`src/hw/rtl/sstq_pkg.sv`:
```
`default_nettype none
package sstq_pkg;

  localparam int NumTimersDef = 16;
  localparam int TimeBitsDef  = 32;

  typedef enum logic [1:0] {
    ReqStart = 2'd0,
    ReqStop  = 2'd1,
    ReqTick  = 2'd2,
    ReqNone  = 2'd3
  } req_e;

  localparam logic KindAck  = 1'b0;
  localparam logic KindFire = 1'b1;

  typedef enum logic [3:0] {
    StIdle,
    StRmRd,
    StRmEv,
    StInsRd,
    StInsEv,
    StPerRd,
    StPerEv,
    StHeadRd,
    StHeadEv,
    StFire,
    StFlush,
    StAck
  } state_e;

  typedef struct packed {
    logic [1:0]  req_type;
    logic [3:0]  timer_id;
    logic [31:0] interval;
    logic        one_shot;
  } in_t;

  typedef struct packed {
    logic       result_kind;
    logic [3:0] result_timer;
    logic       now_running;
    logic       last;
  } out_t;

endpackage
`default_nettype wire

```
`src/hw/rtl/sstq_ram.sv`:
```
`default_nettype none
module sstq_ram #(
  parameter int Depth = 16,
  parameter int Width = 32,
  parameter int Aw    = (Depth > 1) ? $clog2(Depth) : 1
) (
  input  wire logic             clk_i,
  input  wire logic             we_i,
  input  wire logic [Aw-1:0]    waddr_i,
  input  wire logic [Width-1:0] wdata_i,
  input  wire logic             re_i,
  input  wire logic [Aw-1:0]    raddr_i,
  output logic      [Width-1:0] rdata_o
);

  logic [Width-1:0] mem [Depth];

  always_ff @(posedge clk_i) begin
    if (we_i) begin
      mem[waddr_i] <= wdata_i;
    end
  end

  always_ff @(posedge clk_i) begin
    if (re_i) begin
      rdata_o <= mem[raddr_i];
    end
  end

endmodule
`default_nettype wire

```
`src/hw/rtl/sstq_ctrl.sv`:
```
`default_nettype none
module sstq_ctrl #(
  parameter int NUM_TIMERS = sstq_pkg::NumTimersDef,
  parameter int TIME_BITS  = sstq_pkg::TimeBitsDef,
  parameter int Iw = (NUM_TIMERS > 1) ? $clog2(NUM_TIMERS) : 1,
  parameter int Cw = $clog2(NUM_TIMERS + 1)
) (
  input  wire logic                 clk_i,
  input  wire logic                 rst_ni,
  input  wire logic                 in_valid_i,
  output logic                      in_stall_o,
  input  wire sstq_pkg::in_t        in_data_i,
  input  wire logic                 out_free_i,
  output logic                      res_ld_o,
  output sstq_pkg::out_t            res_o,
  output logic                      q_we_o,
  output logic [Iw-1:0]             q_waddr_o,
  output logic [TIME_BITS+Iw-1:0]   q_wdata_o,
  output logic                      q_re_o,
  output logic [Iw-1:0]             q_raddr_o,
  input  wire logic [TIME_BITS+Iw-1:0] q_rdata_i,
  output logic                      p_we_o,
  output logic [Iw-1:0]             p_waddr_o,
  output logic [TIME_BITS:0]        p_wdata_o,
  output logic                      p_re_o,
  output logic [Iw-1:0]             p_raddr_o,
  input  wire logic [TIME_BITS:0]   p_rdata_i
);

  localparam int Tw = TIME_BITS;

  sstq_pkg::state_e state_q, state_d;
  sstq_pkg::req_e   op_q, op_d;
  logic [Iw-1:0]   tgt_q, tgt_d;
  logic [3:0]      rid_q, rid_d;
  logic [Tw-1:0]   when_q, when_d;
  logic [Tw-1:0]   now_q, now_d;
  logic [Cw-1:0]   cnt_q, cnt_d;
  logic [Cw-1:0]   idx_q, idx_d;
  logic [Cw-1:0]   n_q, n_d;
  logic            found_q, found_d;
  logic            pend_q, pend_d;
  logic [Iw-1:0]   pid_q, pid_d;
  logic            prun_q, prun_d;
  logic [NUM_TIMERS-1:0] run_q, run_d;

  logic [Tw-1:0] qr_dl;
  logic [Iw-1:0] qr_id;
  logic [Iw-1:0] in_id;
  logic          in_ok;
  logic [Tw-1:0] in_ival;

  assign qr_dl   = q_rdata_i[Tw+Iw-1:Iw];
  assign qr_id   = q_rdata_i[Iw-1:0];
  assign in_id   = Iw'(in_data_i.timer_id);
  assign in_ok   = 32'(in_data_i.timer_id) < NUM_TIMERS;
  assign in_ival = Tw'(in_data_i.interval);

  always_ff @(posedge clk_i or negedge rst_ni) begin
    if (!rst_ni) begin
      state_q <= sstq_pkg::StIdle;
      op_q    <= sstq_pkg::ReqNone;
      now_q   <= '0;
      cnt_q   <= '0;
      idx_q   <= '0;
      n_q     <= '0;
      found_q <= 1'b0;
      pend_q  <= 1'b0;
      run_q   <= '0;
    end else begin
      state_q <= state_d;
      op_q    <= op_d;
      now_q   <= now_d;
      cnt_q   <= cnt_d;
      idx_q   <= idx_d;
      n_q     <= n_d;
      found_q <= found_d;
      pend_q  <= pend_d;
      run_q   <= run_d;
    end
  end

  always_ff @(posedge clk_i) begin
    tgt_q  <= tgt_d;
    rid_q  <= rid_d;
    when_q <= when_d;
    pid_q  <= pid_d;
    prun_q <= prun_d;
  end

  always_comb begin
    state_d = state_q;
    op_d    = op_q;
    tgt_d   = tgt_q;
    rid_d   = rid_q;
    when_d  = when_q;
    now_d   = now_q;
    cnt_d   = cnt_q;
    idx_d   = idx_q;
    n_d     = n_q;
    found_d = found_q;
    pend_d  = pend_q;
    pid_d   = pid_q;
    prun_d  = prun_q;
    run_d   = run_q;

    in_stall_o = (state_q != sstq_pkg::StIdle);
    res_ld_o   = 1'b0;
    res_o      = '0;
    q_we_o     = 1'b0;
    q_waddr_o  = idx_q[Iw-1:0];
    q_wdata_o  = {when_q, tgt_q};
    q_re_o     = 1'b0;
    q_raddr_o  = idx_q[Iw-1:0];
    p_we_o     = 1'b0;
    p_waddr_o  = in_id;
    p_wdata_o  = {in_data_i.one_shot, in_ival};
    p_re_o     = 1'b0;
    p_raddr_o  = tgt_q;

    case (state_q)
      sstq_pkg::StIdle: begin
        if (in_valid_i) begin
          case (sstq_pkg::req_e'(in_data_i.req_type))
            sstq_pkg::ReqStart, sstq_pkg::ReqStop: begin
              op_d  = sstq_pkg::req_e'(in_data_i.req_type);
              rid_d = in_data_i.timer_id;
              tgt_d = in_id;
              when_d = now_q + in_ival;
              state_d = sstq_pkg::StAck;
              if (in_ok) begin
                if (op_d == sstq_pkg::ReqStart) begin
                  p_we_o = 1'b1;
                end
                if (run_q[in_id]) begin
                  idx_d   = '0;
                  found_d = 1'b0;
                  state_d = sstq_pkg::StRmRd;
                end else if (op_d == sstq_pkg::ReqStart) begin
                  idx_d   = cnt_q;
                  state_d = sstq_pkg::StInsRd;
                end
              end
            end
            sstq_pkg::ReqTick: begin
              op_d    = sstq_pkg::ReqTick;
              now_d   = now_q + Tw'(1);
              n_d     = '0;
              pend_d  = 1'b0;
              state_d = sstq_pkg::StHeadRd;
            end
            default: begin
            end
          endcase
        end
      end
      sstq_pkg::StRmRd: begin
        if (idx_q == cnt_q) begin
          cnt_d        = cnt_q - Cw'(1);
          run_d[tgt_q] = 1'b0;
          case (op_q)
            sstq_pkg::ReqStart: begin
              idx_d   = cnt_q - Cw'(1);
              state_d = sstq_pkg::StInsRd;
            end
            sstq_pkg::ReqTick: state_d = sstq_pkg::StPerRd;
            default:           state_d = sstq_pkg::StAck;
          endcase
        end else begin
          q_re_o  = 1'b1;
          state_d = sstq_pkg::StRmEv;
        end
      end
      sstq_pkg::StRmEv: begin
        if (found_q) begin
          q_we_o    = 1'b1;
          q_waddr_o = Iw'(idx_q - Cw'(1));
          q_wdata_o = q_rdata_i;
        end
        if (qr_id == tgt_q) begin
          found_d = 1'b1;
        end
        idx_d   = idx_q + Cw'(1);
        state_d = sstq_pkg::StRmRd;
      end
      sstq_pkg::StInsRd: begin
        if (idx_q == '0) begin
          q_we_o       = 1'b1;
          q_waddr_o    = '0;
          cnt_d        = cnt_q + Cw'(1);
          run_d[tgt_q] = 1'b1;
          if (op_q == sstq_pkg::ReqTick) begin
            pend_d  = 1'b1;
            pid_d   = tgt_q;
            prun_d  = 1'b1;
            n_d     = n_q + Cw'(1);
            state_d = sstq_pkg::StHeadRd;
          end else begin
            state_d = sstq_pkg::StAck;
          end
        end else begin
          q_re_o    = 1'b1;
          q_raddr_o = Iw'(idx_q - Cw'(1));
          state_d   = sstq_pkg::StInsEv;
        end
      end
      sstq_pkg::StInsEv: begin
        q_we_o = 1'b1;
        if (qr_dl <= when_q) begin
          cnt_d        = cnt_q + Cw'(1);
          run_d[tgt_q] = 1'b1;
          if (op_q == sstq_pkg::ReqTick) begin
            pend_d  = 1'b1;
            pid_d   = tgt_q;
            prun_d  = 1'b1;
            n_d     = n_q + Cw'(1);
            state_d = sstq_pkg::StHeadRd;
          end else begin
            state_d = sstq_pkg::StAck;
          end
        end else begin
          q_wdata_o = q_rdata_i;
          idx_d     = idx_q - Cw'(1);
          state_d   = sstq_pkg::StInsRd;
        end
      end
      sstq_pkg::StPerRd: begin
        p_re_o  = 1'b1;
        state_d = sstq_pkg::StPerEv;
      end
      sstq_pkg::StPerEv: begin
        if (p_rdata_i[Tw]) begin
          pend_d  = 1'b1;
          pid_d   = tgt_q;
          prun_d  = 1'b0;
          n_d     = n_q + Cw'(1);
          state_d = sstq_pkg::StHeadRd;
        end else begin
          when_d  = now_q + p_rdata_i[Tw-1:0];
          idx_d   = cnt_q;
          state_d = sstq_pkg::StInsRd;
        end
      end
      sstq_pkg::StHeadRd: begin
        if ((cnt_q == '0) || (n_q == Cw'(NUM_TIMERS))) begin
          state_d = pend_q ? sstq_pkg::StFlush : sstq_pkg::StIdle;
        end else begin
          q_re_o    = 1'b1;
          q_raddr_o = '0;
          state_d   = sstq_pkg::StHeadEv;
        end
      end
      sstq_pkg::StHeadEv: begin
        if (qr_dl <= now_q) begin
          tgt_d   = qr_id;
          idx_d   = '0;
          found_d = 1'b0;
          state_d = pend_q ? sstq_pkg::StFire : sstq_pkg::StRmRd;
        end else begin
          state_d = pend_q ? sstq_pkg::StFlush : sstq_pkg::StIdle;
        end
      end
      sstq_pkg::StFire: begin
        if (out_free_i) begin
          res_ld_o = 1'b1;
          res_o    = '{sstq_pkg::KindFire, 4'(pid_q), prun_q, 1'b0};
          pend_d   = 1'b0;
          state_d  = sstq_pkg::StRmRd;
        end
      end
      sstq_pkg::StFlush: begin
        if (out_free_i) begin
          res_ld_o = 1'b1;
          res_o    = '{sstq_pkg::KindFire, 4'(pid_q), prun_q, 1'b1};
          pend_d   = 1'b0;
          state_d  = sstq_pkg::StIdle;
        end
      end
      sstq_pkg::StAck: begin
        if (out_free_i) begin
          res_ld_o = 1'b1;
          res_o    = '{sstq_pkg::KindAck, rid_q,
                       (op_q == sstq_pkg::ReqStart) && (32'(rid_q) < NUM_TIMERS), 1'b1};
          state_d  = sstq_pkg::StIdle;
        end
      end
      default: state_d = sstq_pkg::StIdle;
    endcase
  end

endmodule
`default_nettype wire

```
`src/hw/rtl/sorted_software_timer_queue_core.sv`:
```
`default_nettype none
// channel | direction | handshake              | payload
// in      | input     | in_valid_i / in_stall_o  | sstq_pkg::in_t
// out     | output    | out_valid_o / out_stall_i | sstq_pkg::out_t
// start or stop: a removal scan of the queue memory if the timer runs, then an insertion scan for start
// tick: per firing one removal scan and, for a periodic timer, one insertion scan of the
// queue memory, and up to N firings per tick
// one input item is worked on at a time; the result register lets the next item in
// reset empties the queue and stops all timers at once, no clearing pass
module sorted_software_timer_queue_core #(
  parameter int NUM_TIMERS = sstq_pkg::NumTimersDef,
  parameter int TIME_BITS  = sstq_pkg::TimeBitsDef
) (
  input  wire logic           clk_i,
  input  wire logic           rst_ni,
  input  wire logic           in_valid_i,
  output logic                in_stall_o,
  input  wire sstq_pkg::in_t  in_data_i,
  output logic                out_valid_o,
  input  wire logic           out_stall_i,
  output sstq_pkg::out_t      out_data_o
);

  localparam int Iw = (NUM_TIMERS > 1) ? $clog2(NUM_TIMERS) : 1;

  logic                    out_valid_q, out_valid_d;
  sstq_pkg::out_t          out_q;
  logic                    out_free;
  logic                    res_ld;
  sstq_pkg::out_t          res;
  logic                    q_we, q_re, p_we, p_re;
  logic [Iw-1:0]           q_waddr, q_raddr, p_waddr, p_raddr;
  logic [TIME_BITS+Iw-1:0] q_wdata, q_rdata;
  logic [TIME_BITS:0]      p_wdata, p_rdata;

  assign out_free = !out_valid_q || !out_stall_i;

  always_comb begin
    out_valid_d = out_valid_q;
    if (res_ld) begin
      out_valid_d = 1'b1;
    end else if (!out_stall_i) begin
      out_valid_d = 1'b0;
    end
  end

  always_ff @(posedge clk_i or negedge rst_ni) begin
    if (!rst_ni) begin
      out_valid_q <= 1'b0;
    end else begin
      out_valid_q <= out_valid_d;
    end
  end

  always_ff @(posedge clk_i) begin
    if (res_ld) begin
      out_q <= res;
    end
  end

  assign out_valid_o = out_valid_q;
  assign out_data_o  = out_q;

  sstq_ctrl #(
    .NUM_TIMERS(NUM_TIMERS),
    .TIME_BITS (TIME_BITS)
  ) u_ctrl (
    .clk_i     (clk_i),
    .rst_ni    (rst_ni),
    .in_valid_i(in_valid_i),
    .in_stall_o(in_stall_o),
    .in_data_i (in_data_i),
    .out_free_i(out_free),
    .res_ld_o  (res_ld),
    .res_o     (res),
    .q_we_o    (q_we),
    .q_waddr_o (q_waddr),
    .q_wdata_o (q_wdata),
    .q_re_o    (q_re),
    .q_raddr_o (q_raddr),
    .q_rdata_i (q_rdata),
    .p_we_o    (p_we),
    .p_waddr_o (p_waddr),
    .p_wdata_o (p_wdata),
    .p_re_o    (p_re),
    .p_raddr_o (p_raddr),
    .p_rdata_i (p_rdata)
  );

  sstq_ram #(
    .Depth(NUM_TIMERS),
    .Width(TIME_BITS + Iw),
    .Aw   (Iw)
  ) u_queue_mem (
    .clk_i  (clk_i),
    .we_i   (q_we),
    .waddr_i(q_waddr),
    .wdata_i(q_wdata),
    .re_i   (q_re),
    .raddr_i(q_raddr),
    .rdata_o(q_rdata)
  );

  sstq_ram #(
    .Depth(NUM_TIMERS),
    .Width(TIME_BITS + 1),
    .Aw   (Iw)
  ) u_period_mem (
    .clk_i  (clk_i),
    .we_i   (p_we),
    .waddr_i(p_waddr),
    .wdata_i(p_wdata),
    .re_i   (p_re),
    .raddr_i(p_raddr),
    .rdata_o(p_rdata)
  );

endmodule
`default_nettype wire

```
`config.mk`:
```
export PLATFORM = sky130hd
export DESIGN_NAME = sorted_software_timer_queue_core
export DESIGN_NICKNAME = d
export VERILOG_FILES = /design/src/hw/rtl/sstq_pkg.sv /design/src/hw/rtl/sstq_ram.sv /design/src/hw/rtl/sstq_ctrl.sv /design/src/hw/rtl/sorted_software_timer_queue_core.sv
export SDC_FILE = /design/constraint.sdc
export NUM_CORES = 2
export LEC_CHECK = 0
export ABC_AREA = 1
export BUFFER_PORTS_ARGS = -buffer_cell sky130_fd_sc_hd__buf_2
export CELL_PAD_IN_SITES_DETAIL_PLACEMENT = 1
export CELL_PAD_IN_SITES_GLOBAL_PLACEMENT = 2
export CORE_ASPECT_RATIO = 0.8
export CORE_MARGIN = 3
export CORE_UTILIZATION = 23
export DETAILED_ROUTE_END_ITERATION = 12
export PLACE_DENSITY = 0.51
export SYNTH_ARGS = -nofsm -noshare
export SYNTH_HDL_FRONTEND = slang
export SYNTH_HIERARCHICAL = 1
export SYNTH_SLANG_ARGS = --single-unit
```
`constraint.sdc`:
```
create_clock -name clk_i -period 5.2 [get_ports clk_i]
set_input_delay 0.78 -clock clk_i [delete_from_list [all_inputs] [get_ports clk_i]]
set_output_delay 0.78 -clock clk_i [all_outputs]
set_load 0.02 [all_outputs]
```
; ---- Word-level counts from Yosys, hierarchy flattened
; Memory sizes are Yosys's and may differ from the RTL's. A register that Yosys moved wholly into a read port is not among the register bits.
; Index checks and enable logic that the tools add are counted.
[classes]
add_sub_neg = 8
multipliers = 0
div_mod_pow = 0
n_lt_le_gt_ge = 5
n_eq_ne = 36
shifts = 0
n_mux = 112
n_bitwise = 3
reduce_logical = 36
[ops]
columns = cell, count
row1 = $mux W32, 3
row2 = $mux W4, 24
row3 = $mux W5, 18
row4 = $mux W36, 2
row5 = $pmux W36 S2, 1
row6 = $add A32 B32 Y32, 2
row7 = $le A32 B32 Y1, 2
row8 = $pmux W32 S2, 1
row9 = $mux W16, 3
row10 = $pmux W16 S3, 1
row11 = $pmux W4 S11, 1
row12 = $pmux W4 S2, 5
row13 = $mux W1, 36
row14 = $add A32 B1 Y32 const B, 1
row15 = $pmux W5 S6, 1
row16 = $ne A2 B1 Y1 const B, 11
row17 = $pmux W7 S3, 1
row18 = $pmux W5 S4, 1
row19 = $reduce_and A4 Y1, 5
row20 = $and A16 B16 Y16, 1
row21 = $eq A4 B3 Y1 const B, 4
row22 = $eq A4 B4 Y1 const B, 4
row23 = $not A16 Y16, 1
row24 = $or A16 B16 Y16, 1
row25 = other kinds (41), 70
[word_totals]
register_bits = 124
latch_bits = 0
mem_bits_rw = 1104
romBits = 0
input_bits = 43
output_inout_bits = 9
memories = 2
[memory_table]
columns = memory, words, width, read_ports, rd_ports_with_merged_regs, write_ports, line_no
row1 = u_queue_mem.mem, 16, 36, 1, 1, 1, sstq_ram.sv:16  ; logic [Width-1:0] mem [Depth];
row2 = u_period_mem.mem, 16, 33, 1, 1, 1, sstq_ram.sv:16

; ---- Depth between registers and ports, before layout
[logic_depth]
depth_word = 8
depth_mapped = 20
mapped_depth_nobuf = 19

; ---- Cells and area by module
; Netlist, hierarchy kept.
[by_module_without_submodules]
columns = mod, instances, cells_each, area_per_inst_um2
row1 = sstq_ram at u_queue_mem, 1, 2379, 25754.7
row2 = sstq_ram at u_period_mem, 1, 2185, 23571.4
row3 = sstq_ctrl, 1, 1620, 11100.6
row4 = sorted_software_timer_queue_core, 1, 11, 251.5

; ---- Least setup slack after synthesis
; OpenSTA, ideal clock, no wires.
[synth_path]
path_kind = flip-flop to flip-flop
startpoint = register u_ctrl.idx_q[0]
endpoint = memory u_queue_mem/mem[13][0] in the netlist's numbering (enable)
arrival_ps = 3341
setup_slack_ps = 1429
stages_incl_launch_ff = 13
cell_sequence = dfrtp_1 -> inv_1 -> ha_1 -> nand2_1 -> nor3_1 -> inv_1 -> nand2_1 -> inv_1 -> o21ai_0 -> o21ai_0 -> inv_1 -> nand2_1 -> nor2_1
[synth_lines]
columns = item, line_no
row1 = from (decl), sstq_ctrl.sv:39  ; logic [Cw-1:0] idx_q, idx_d;
row2 = from (signal assigned), sstq_ctrl.sv:75  ; idx_q <= idx_d;
row3 = $sub A5 B1 Y5 or $logic_not A5 Y1 (tied branches), "sstq_ctrl.sv:177, sstq_ctrl.sv:187"
row4 = $mux W4 (on tied branches), "sstq_ctrl.sv:175, sstq_ctrl.sv:187"
row5 = $pmux W4 S2 (*), sstq_ctrl.sv:121  ; case (state_q)
row6 = via q_waddr[1], sorted_software_timer_queue_core.sv:32  ; logic [Iw-1:0] q_waddr, q_raddr, p_waddr, p_raddr;
row7 = to (decl), sstq_ram.sv:16
; The timed path passes the listed nets; every way through them passes the cells marked *.

; ---- Worst setup path in the final report
[layout_path]
startpoint = register u_ctrl.when_q[7]
endpoint = memory u_queue_mem/mem[1][14] in the netlist's numbering, data pin
[layout_via]
elab_chain_cells = 3
[layout_rtl]
columns = item, line_no
row1 = from (decl), sstq_ctrl.sv:36  ; logic [Tw-1:0] when_q, when_d;
row2 = from (signal assigned), sstq_ctrl.sv:86  ; when_q <= when_d;
row3 = $le A32 B32 Y1, sstq_ctrl.sv:209  ; if (qr_dl <= when_q) begin
row4 = $mux W36, sstq_ctrl.sv:209
row5 = $pmux W36 S2, sstq_ctrl.sv:121
row6 = via q_wdata[14], sorted_software_timer_queue_core.sv:33  ; logic [TIME_BITS+Iw-1:0] q_wdata, q_rdata;
; The timed path passes the listed nets, and every way through them passes these cells.

==> impl_metrics.py <==
metrics = {
    "clock_network": {
        "clk_latency_ns": 0.82,
        "postCtsResizedCells": 0,
        "clk_pin_slew_worst_paths_ns": 0.06,
        "clock-sinks": 1297,
        "root_buffer": "clkbuf_16",
        "cts_buffers": 165,
        "cts_max_level": 4,
        "cts_tree": "built",
        "clockBufferDepth": 4,
    },
    "grt": {
        "grt_max_degree": 164,
        "grt_pass1_vias": 43232,
        "antenna_found_initial": 20,
        "grt-ovfl-total": 0,
        "grt_pass1_wl_mm": 314,
        "grt_util_all_layers_pct": 15.8,
    },
    "routing": {
        "vias_per_cell": 4.34,
        "wl_per_cell_um": 21.9,
        "vias": 42677,
        "drc": 0,
        "drtAntennaViolNets": 0,
        "wirelength_mm": 216,
        "first_pass_iters": 5,
        "drt_iter0_drc": 2544,
    },
    "place": {
        "gp_congestion": 0.767,
        "pre_cts_ws_ns": 0.856,
        "dpl_cell_area_um2": 65400,
        "portBuffers": 51,
        "dp_hpwl_mm": 126,
    },
    "worst_setup_path": {
        "critPathKind": "flop to flop",
        "critPathMaxFanout": 31,
        "start_kind": "flop",
        "startpoint": "u_ctrl/when_q[7]",
        "cp-end-kind": "flop",
        "arrival_ns": 4.71,
        "crit_required_ns": 5.52,
        "r2r-start": "u_ctrl/when_q[7]",
    },
    "logic_synthesis": {
        "ys.flop_type": "edfxtp_1",
        "avgSynthCellArea_um2": 9.79,
        "synth_top_cell_by_area": "edfxtp_1",
        "syn-num-nets": 6342,
        "yosysTopAreaCellShare_pct": 60.6,
        "synth_seq_area_share_pct": 63.6,
        "ys_top_cells_by_area": "edfxtp_1 (61%), nand2_1 (12%), nand3_1 (7.8%)",
        "ys_seq_elements": 1297,
        "ys_warn_count": 6,
        "synthCells": 6195,
        "async_flop_share_pct": 5.55,
        "netlist_area_um2": 60700,
        "ys_types": 50,
        "synth_edf_count": 1225,
    },
    "status": {
        "outcome": "completed",
    },
    "floorplanning": {
        "die_area_um2": 270000,
        "core_um2": 262000,
        "io_pins": 52,
        "fp.dieW_um": 580,
        "num_rows": 168,
        "die_h_um": 465,
        "initial_core_util_pct": 23.1,
    },
    "sta": {
        "min_period_over_period_pct": 84.3,
        "rsz0062_at_grt": "false",
        "finalSetupTns_ns": 0,
        "relSlewSlack_pct": 21.7,
        "hold_viol_final": 0,
        "fmax_mhz": 228,
        "post-route-min-period_ns": 4.38,
        "slew_violations": 0,
        "fin_ws_ns": 0.816,
        "skew_ns": 0.0470,
        "setup_violations": 0,
        "tightest_slew_ns": 1.17,
        "hold_slack_ns": 0.218,
    },
    "cells_and_area": {
        "layout-drive-gt1-share_pct": 7.37,
        "final_nets": 6382,
        "stdcell_area_um2": 70300,
        "syn_to_final_growth_pct": 15.9,
    },
    "pwr": {
        "power.leakage_nw": 29.3,
        "ir_worst_vdd_v": 0.000557,
        "powerDensity_nw_per_um2": 537,
        "p_total_mw": 37.8,
    },
    "min_path": {
        "worstHoldStart": "out_stall_i",
        "hold_path.class": "primary input to flop",
    },
    "job": {
        "drv_cap": 0,
    },
}
[cells in the final DEF, fill, tap and decap left out, types with 8 or more instances in the layout]
| master | synthesis | layout |
|---|---|---|
| a21oi_1 | 114 | 113 |
| buf_12 | 0 | 35 |
| buf_2 | 129 | 50 |
| buf_4 | 76 | 86 |
| clkbuf_1 | 52 | 38 |
| clkbuf_16 | 0 | 167 |
| clkinv_1 | 2 | 38 |
| clkinv_2 | 0 | 26 |
| dfrtp_1 | 70 | 70 |
| edfxtp_1 | 1225 | 1225 |
| ha_1 | 103 | 103 |
| inv_1 | 1015 | 1013 |
| nand2_1 | 1955 | 1954 |
| nand2_2 | 9 | 10 |
| nand3_1 | 942 | 941 |
| nand4_1 | 24 | 24 |
| nor2_1 | 144 | 111 |
| nor2_2 | 8 | 8 |
| nor2_4 | 5 | 38 |
| nor3_1 | 24 | 24 |
| nor4_1 | 9 | 8 |
| o211ai_1 | 8 | 8 |
| o21ai_0 | 91 | 88 |
| xnor2_1 | 20 | 20 |
| xor2_1 | 62 | 62 |
[worst max-delay path, stage by stage (launching register included)]
cell	delay, ns
edfxtp_1	0.58
inv_1	0.11
ha_1	0.31
nand2_1	0.07
nor2_1	0.15
nand4_1	0.38
nor2_1	0.21
nand2_1	0.13
nand3_1	0.53
clkinv_1	0.28
buf_4	0.36
nand2_1	0.13
nand4_1	0.56
[power by group]
part	total (mW)	internal [mW]	switching, mW
logic	13.0	3.30	9.65
registers	14.0	13.4	0.617
clock network	10.8	6.24	4.55
[repair_timing]
item	4_1_cts	5_1_grt
setup endpoints to repair	0	0
endpoints found under the hold margin	22	0
setup buffers	0	0
hold buffers	1	0
[state kept, by name, summed over array words and instances (netlist names), 5 cells and up, named ones only]
register,cells
u_queue_mem/rdata_o,36
u_ctrl/idx_q,5
u_period_mem/mem,528
u_ctrl/now_q,32
u_ctrl/n_q,5
u_period_mem/rdata_o,33
u_ctrl/cnt_q,5
u_ctrl/when_q,32
u_queue_mem/mem,576
out_data_o,7
[through the flow]
stage | util (%) | cells
2_1_floorplan | - | 6195
3_3_place_gp | 24.9 | 9552
3_5_place_dp | 24.9 | 9552
4_1_cts | 26.8 | 9839
5_1_grt | 26.8 | 9840
6_report | 26.8 | 9844
[metal layers]
layer	wire [um]	GRT usage, %
met5	55	0
met2	93400	24.0
met3	6430	2.11
met4	3820	3.09
met1	112000	23.7
[synthesized netlist by cell type (52+ instances only)]
library cell  instances
inv_1              1015
clkbuf_1             52
o21ai_0              91
buf_2               129
a21oi_1             114
edfxtp_1           1225
nand2_1            1955
xor2_1               62
buf_4                76
ha_1                103
nand3_1             942
dfrtp_1              70
nor2_1              144
[kinds of logic (layout without fill, tap and decap cells)]
group                    count (synthesis)  count (layout)  share of synthesized area, %
AND/OR/NAND/NOR                       3131            3131                          21.7
other                                    0               5                             0
adder cells (fa/ha/maj)                104             104                          2.16
AO/OA/AOI/OAI                          253             253                          2.28
multiplexers                             3               3                        0.0516
buffers and inverters                 1325            1484                          8.99
XOR/XNOR                                82              82                          1.18
flip-flops                            1297            1297                          63.6
[cell type report]
cell class                      count  area, um2
Tap cell                         3485       4360
Timing Repair Buffer              172       1610
Clock inverter                     75        522
Multi-Input combinational cell   3573      17000
Clock buffer                      211       4400
Sequential cell                  1297      38600
Inverter                         1026       3880
Fill cell                       29606     192000
Antenna cell                        5       12.5
[path summary, 6_finish.rpt]
kind	cells past startpoint	end	slack (ns)
worst max-delay path	12	u_queue_mem/mem[1][14]	0.82
worst min-delay path	3	out_valid_o	0.22
worst max register to register	12	u_queue_mem/mem[1][14]	0.82
worst min register to register	2	flop	0.47
max in group asynchronous	3	u_ctrl/now_q[14]	3.64
min in group asynchronous	2	u_ctrl/n_q[3]	0.51
(Power assumes the default switching activity.)
